`src/rtl/core/assert_macros.svh`:
```
// Assertion macros shared by the LRN core modules.
// Every assertion is clocked on aclk and is disabled while aresetn is low.
`ifndef ASSERT_MACROS_SVH
`define ASSERT_MACROS_SVH

// Immediate implication: the consequent holds in the same cycle as the antecedent.
`define LRN_ASSERT_IMP(label, ante, cons, msg) \
    label: assert property (@(posedge aclk) disable iff (!aresetn) (ante) |-> (cons)) \
        else $error(msg);

// Next-cycle implication: the consequent holds in the cycle after the antecedent.
`define LRN_ASSERT_NXT(label, ante, cons, msg) \
    label: assert property (@(posedge aclk) disable iff (!aresetn) (ante) |=> (cons)) \
        else $error(msg);

`endif

```
`src/rtl/core/lrn_pkg.sv`:
```
// Package for the cross-channel LRN core: sizes, payload and control types,
// and the constant table of exp2 roots. No dependencies.
`timescale 1ns / 1ps

package lrn_pkg;

    localparam int WINDOW_MAX  = 16;
    localparam int SAMPLE_BITS = 16;
    localparam int WIN_IDX_W   = $clog2(WINDOW_MAX);
    localparam int MAX_OUT     = 8;
    localparam int OUT_CNT_W   = $clog2(MAX_OUT + 1);
    localparam int SUM_W       = 40;
    localparam int CNT_W       = 16;
    localparam int D_W         = 43;
    localparam int MAG_W       = SAMPLE_BITS + 31;

    localparam int CFG_IDX_W   = 8;
    localparam int CFG_DATA_W  = 32;

    localparam logic [CFG_IDX_W-1:0] CFG_WINDOW_SIZE   = 8'd0;
    localparam logic [CFG_IDX_W-1:0] CFG_ALPHA_SCALE   = 8'd1;
    localparam logic [CFG_IDX_W-1:0] CFG_BETA_EXPONENT = 8'd2;
    localparam logic [CFG_IDX_W-1:0] CFG_BIAS_K        = 8'd3;

    typedef struct packed {
        logic signed [SAMPLE_BITS-1:0] sample;
        logic                          last_channel;
    } lrn_in_t;

    typedef struct packed {
        logic signed [15:0] normalized;
        logic               last_of_pixel;
    } lrn_out_t;

    typedef enum logic [3:0] {
        ST_IDLE, ST_DIV, ST_CHECK, ST_MUL_HI, ST_MUL_LO, ST_SUM_D, ST_NORM,
        ST_LOG, ST_EXPO, ST_EXP, ST_SCALE, ST_EMIT, ST_RETIRE, ST_FINISH
    } lrn_state_t;

    typedef enum logic [3:0] {
        OP_NONE, OP_LOAD, OP_DIV, OP_MUL_HI, OP_MUL_LO, OP_SUM_D, OP_NORM,
        OP_LOG, OP_EXPO, OP_EXP, OP_SCALE, OP_EMIT, OP_RETIRE, OP_CLEAR
    } lrn_op_t;

    typedef struct packed {
        lrn_op_t op;
    } lrn_cmd_t;

    typedef struct packed {
        logic div_done;
        logic norm_done;
        logic iter_done;
        logic more;
        logic out_busy;
    } lrn_status_t;

    function automatic logic [63:0] isqrt64(input logic [63:0] v_in);
        logic [63:0] v;
        logic [63:0] res;
        logic [63:0] bitv;
        v    = v_in;
        res  = '0;
        bitv = 64'd1 << 62;
        for (int i = 0; i < 32; i++) begin
            if (v >= res + bitv) begin
                v   = v - (res + bitv);
                res = (res >> 1) + bitv;
            end else begin
                res = res >> 1;
            end
            bitv = bitv >> 2;
        end
        return res;
    endfunction

    // Entry i holds 2^(2^-(i+1)) in Q1.30, each a truncated root of the one before.
    function automatic logic [16*31-1:0] exp_roots();
        logic [16*31-1:0] tab;
        logic [63:0]      root;
        tab  = '0;
        root = isqrt64(64'd1 << 61);
        for (int i = 0; i < 16; i++) begin
            tab[i*31 +: 31] = root[30:0];
            root = isqrt64(root << 30);
        end
        return tab;
    endfunction

    localparam logic [16*31-1:0] EXP_ROOTS = exp_roots();

endpackage

```
`src/rtl/core/lrn_ctrl.sv`:
```
// Controller for the LRN core: sequences load, divide, per-output power
// evaluation, emission and pixel clear. Depends on lrn_pkg.
`timescale 1ns / 1ps

module lrn_ctrl (
    input  logic                aclk,
    input  logic                aresetn,
    input  logic                s_valid,
    output logic                s_ready,
    input  lrn_pkg::lrn_status_t status,
    input  logic                last_flag,
    output lrn_pkg::lrn_cmd_t   cmd
);
    import lrn_pkg::*;

    lrn_state_t             state_reg, state_next;
    logic [OUT_CNT_W-1:0]   n_reg, n_next;

    always_ff @(posedge aclk) begin
        if (!aresetn) begin
            state_reg <= ST_IDLE;
            n_reg     <= '0;
        end else begin
            state_reg <= state_next;
            n_reg     <= n_next;
        end
    end

    always_comb begin
        state_next = state_reg;
        n_next     = n_reg;
        unique case (state_reg)
            ST_IDLE: begin
                if (s_valid) begin
                    state_next = ST_DIV;
                    n_next     = '0;
                end
            end
            ST_DIV:    if (status.div_done) state_next = ST_CHECK;
            ST_CHECK: begin
                if (status.more && (n_reg < OUT_CNT_W'(MAX_OUT))) state_next = ST_MUL_HI;
                else state_next = ST_FINISH;
            end
            ST_MUL_HI: state_next = ST_MUL_LO;
            ST_MUL_LO: state_next = ST_SUM_D;
            ST_SUM_D:  state_next = ST_NORM;
            ST_NORM:   if (status.norm_done) state_next = ST_LOG;
            ST_LOG:    if (status.iter_done) state_next = ST_EXPO;
            ST_EXPO:   state_next = ST_EXP;
            ST_EXP:    if (status.iter_done) state_next = ST_SCALE;
            ST_SCALE:  state_next = ST_EMIT;
            ST_EMIT:   if (!status.out_busy) state_next = ST_RETIRE;
            ST_RETIRE: begin
                state_next = ST_CHECK;
                n_next     = n_reg + 1'b1;
            end
            ST_FINISH: state_next = ST_IDLE;
            default:   state_next = ST_IDLE;
        endcase
    end

    always_comb begin
        s_ready = 1'b0;
        cmd.op  = OP_NONE;
        unique case (state_reg)
            ST_IDLE: begin
                s_ready = 1'b1;
                if (s_valid) cmd.op = OP_LOAD;
            end
            ST_DIV:    cmd.op = OP_DIV;
            ST_CHECK:  cmd.op = OP_NONE;
            ST_MUL_HI: cmd.op = OP_MUL_HI;
            ST_MUL_LO: cmd.op = OP_MUL_LO;
            ST_SUM_D:  cmd.op = OP_SUM_D;
            ST_NORM:   cmd.op = OP_NORM;
            ST_LOG:    cmd.op = OP_LOG;
            ST_EXPO:   cmd.op = OP_EXPO;
            ST_EXP:    cmd.op = OP_EXP;
            ST_SCALE:  cmd.op = OP_SCALE;
            ST_EMIT:   if (!status.out_busy) cmd.op = OP_EMIT;
            ST_RETIRE: cmd.op = OP_RETIRE;
            ST_FINISH: if (last_flag) cmd.op = OP_CLEAR;
            default:   cmd.op = OP_NONE;
        endcase
    end

`include "assert_macros.svh"

    `LRN_ASSERT_IMP(a_out_limit, 1'b1, n_reg <= OUT_CNT_W'(MAX_OUT), "too many results in one transaction")
    `LRN_ASSERT_NXT(a_load_div, state_reg == ST_IDLE && s_valid, state_reg == ST_DIV, "accepted transaction did not start the divide")
    `LRN_ASSERT_NXT(a_retire_count, state_reg == ST_RETIRE, n_reg == $past(n_reg) + 1'b1, "result count did not advance on retire")

endmodule

```
`config.mk`:
```
export PLATFORM = sky130hd
export DESIGN_NAME = lrn_ctrl
export DESIGN_NICKNAME = d
export VERILOG_FILES = /design/src/rtl/core/lrn_pkg.sv /design/src/rtl/core/lrn_ctrl.sv
export VERILOG_INCLUDE_DIRS = /design/src /design/src/rtl/core
export SDC_FILE = /design/constraint.sdc
export NUM_CORES = 1
export LEC_CHECK = 0
export ABC_CLOCK_PERIOD_IN_PS = 1600
export BUFFER_PORTS_ARGS = -buffer_cell sky130_fd_sc_hd__buf_2
export CORE_MARGIN = 2
export CORE_UTILIZATION = 50
export DETAILED_ROUTE_END_ITERATION = 10
export GPL_TIMING_DRIVEN = 1
export PLACE_DENSITY_LB_ADDON = 0.12
export SETUP_SLACK_MARGIN = 0.2
export SLEW_MARGIN = 20
export SYNTH_ARGS = -nofsm -noshare
export SYNTH_HDL_FRONTEND = slang
export SYNTH_SLANG_ARGS = --single-unit
```
`constraint.sdc`:
```
create_clock -name aclk -period 1.6 [get_ports aclk]
set_input_delay 0.32 -clock aclk [delete_from_list [all_inputs] [get_ports aclk]]
set_output_delay 0.32 -clock aclk [all_outputs]
set_load 0.05 [all_outputs]
```
==> summary.md <==
| Metric | Value |
|---|---|
| Vias | 727 |
| Multi-input gate area | 538 um2 |
| Crit. End Element | primary output |
| Net Sw Frac | 0.436 |
| Mux share of post-synthesis cell area | 0.0475 |
| Number of distinct library cells after synthesis | 37 |
| Die W | 40.3 um |
| Core Region | 1270 um2 |
| Largest buffer count on any clock path | 2 |
| Outcome | finished, violations left |
| Fraction of layout cells with a size suffix above 1 | 0.482 |
| Synth Register Bits | 8 |
| Layout Area Growth over Synthesis | 53.8% |
| Final core utilization | 0.798 |
| HP Start | aresetn |
| Worst clock skew | 0.000473 ns |
| Psw | 649 uW |
| Unrepaired setup endpoints after global routing | true |
| Worst min path class | primary input to register |
| Vias per cell | 5.82 |
| FMAX | 593 MHz |
| Initial DRC Count | 16 |
| CTS tree | done |
| Count of pins over their slew limit | 0 |
| Filler cells | 92 |
| Cells after synthesis | 84 |
| Avg WL per Cell | 15.9 um |
| Final WS setup | -0.0871 ns |
| Failing checks | setup timing |
| Part of the power in registers | 0.188 |
| GPL Wtd Cong | 0.760 |
| Vias in the first global route | 656 |
| Cts bufs inserted | 3 |
| Pint | 839 uW |
| CP startpoint | state_reg[2]$_SDFFE_PN0P_ |
| Synthesized area | 658 um2 |
| Syn_area_per_cell | 7.83 um2 |
| Slew headroom | 0.724 |
| Register area | 175 um2 |
| I/O pins | 14 |
| Logic pwr share | 0.709 |
| Post-route DRC | 0 |
| Net count, final | 122 |
| Post-route antenna net violation count | 0 |
| DP Wirelength | 1250 um |
| Critical R2R Launch | state_reg[0]$_SDFFE_PN0P_ |
| First-pass GRT wire length | 2860 um |
| Clock Sinks | 8 |
| Starting density of the core | 0.519 |
| Post-synthesis compound-gate area fraction | 0.257 |
| Die Y | 40.3 um |
| CP Class | register to primary output |
| Initial antenna violation count | 0 |
| Leakage | 0.423 nW |
| CP startpoint kind | register |
| Fin crit share | 1.05 |
| Largest net degree at the start of global routing | 12 |
| CP max FO | 6 |
| Simple logic cell fraction of the synthesized area | 0.329 |
| # H-tree levels | 1 |
| CP required | 1.28 ns |
| DRT Wirelength | 1990 um |
| Post-Synth XOR/XNOR Area | 0.0266 |
| Crit path DAT | 1.37 ns |
| Reg clk slew, reported paths | 0.05 ns |
| MaxCap Viol Count | 0 |
| Clock power share | 0.103 |
| Tot GR Track Use | 0.269 |
| Root Buffer | clkbuf_4 |
| Final-report setup violation count | 2 |
| Worst VDD drop | 0.839 mV |
| Sequential fraction of the synthesis area | 0.243 |
| Slew @ Worst Pin | 0.413 ns |
| Adder-cell share of the synthesized area | 0.0190 |
| Grt total ovfl | 0 |
| Hold WS | 0.369 ns |
| Router iterations before antenna repair | 4 |
| Syn. warnings | 0 |
| Final hold vios | 0 |
| Core Rows | 13 |
| Antenna diodes | 0 |
| Cell Pwr Density | 1470 nW/um2 |
| Die area | 1620 um2 |
| Min Clock Period, post-route | 1.69 ns |
| Post-synthesis net count | 94 |
| Largest family of logic cells by synthesized area | simple AND/OR/NAND/NOR gates |
| I/O Buffers | 13 |
| Latest clock arrival within the worst-skew pair | 0.25 ns |
[cell type report]
type / count / area share
repair buffers: 29 / 0.247
flip-flops and latches: 8 / 0.173
inverters: 2 / 0.00742
multi-input cells: 68 / 0.532
well taps: 15 / 0.0185
clock buffers: 3 / 0.0222
[per-layer routing]
layer,global-route usage,up-vias,wire (um),part of all wire
li1,-,359,-,-
met1,0.347,346,848,0.43
met4,0.0667,0,12,0.0060
met3,0.0611,2,68,0.034
met5,0,-,0,0
met2,0.452,20,1060,0.53
[cells in the mapped netlist]
library cell  instances  share of area
buf_6                 1          0.017
buf_2                 2          0.015
nor2_1                4          0.023
o41ai_2               1          0.025
nand4_1               1         0.0095
o211ai_2              1          0.019
a22o_1                1          0.013
and4bb_1              1          0.019
nand3b_1              3          0.034
or3_1                 1         0.0095
and2_1                2          0.019
o31ai_1               2          0.023
a2111oi_1             1          0.015
nand2b_1              3          0.029
nor3b_1               1          0.011
nand2_1               9          0.051
buf_4                 3          0.034
nor4_1                1         0.0095
o21ai_0               1         0.0076
a211oi_1              1          0.011
xor2_1                1          0.013
or2_0                 1         0.0095
inv_1                 2          0.011
ha_1                  1          0.019
nand3_2               1          0.015
a21oi_1              11          0.084
o211ai_1              1          0.011
nor2b_1               4          0.038
o221ai_1              1          0.013
mux2_2                1          0.017
o22ai_1               2          0.019
mux2i_1               2          0.030
dfxtp_1               8           0.24
xnor2_1               1          0.013
nand3_1               3          0.023
and3_1                3          0.029
a21bo_2               1          0.015
[cell families after synthesis]
group           Yosys count
compound gates           24
mux                       3
simple gates             38
flops                     8
xor+xnor                  2
buf+inv                   8
fa+ha+maj                 1
[repair_timing]
item | 4_1_cts | 5_1_grt
gates resized for setup | 31 | 3
pin swaps | 8 | 5
buffers inserted | 1 | 3
hold buffers | 0 | 0
endpoints found under the setup margin | 11 | 10
[power by group through the flow]
| stage | Sequential, mW | Clock [mW] | Combinational, mW |
|---|---|---|---|
| floorplan | 0.250 | 0 | 0.668 |
| global placement | 0.259 | 0 | 0.809 |
| detailed placement | 0.262 | 0 | 0.821 |
| CTS | 0.277 | 0.151 | 0.970 |
| global route | 0.282 | 0.164 | 1.12 |
| finish | 0.279 | 0.154 | 1.05 |
[path summary, 6_finish.rpt]
| path | depth (start not counted) | slack (ns) | to |
|---|---|---|---|
| worst max-delay path | 4 | -0.09 | cmd[1] |
| worst min-delay path | 3 | 0.37 | state_reg[3]$_SDFFE_PN0P_ |
| worst max register to register | 6 | 0.14 | state_reg[1]$_SDFFE_PN0P_ |
| worst min register to register | 2 | 0.51 | n_reg[3]$_SDFFE_PN0P_ |
[placed cells by master, fill, tap and decap left out, types with 4 or more instances in the layout]
master,instances
nand2_1,9
nor2_1,4
buf_6,8
a21oi_1,11
dfxtp_4,4
buf_4,10
buf_2,8
dfxtp_1,4
[stage by stage]
| stage | worst slack, ns | std cells | setup TNS (ns) | power, mW | area, um2 |
|---|---|---|---|---|---|
| after floorplan | 0.0461 | 84 | 0 | 0.918 | 743 |
| after global placement | 0.0776 | 118 | 0 | 1.07 | 850 |
| after detailed placement | 0.0747 | 118 | 0 | 1.08 | 850 |
| after CTS | -0.0731 | 122 | -0.0951 | 1.40 | 978 |
| after global routing | -0.109 | 125 | -0.270 | 1.56 | 1010 |
| final | -0.0871 | 125 | -0.140 | 1.49 | 1010 |
[critical path: stages (launching register included)]
cell and delay, ns:
dfxtp_4 0.36, buf_6 0.12, mux2_4 0.27, a22o_4 0.22, buf_8 0.14
(Power assumes the default switching activity.)
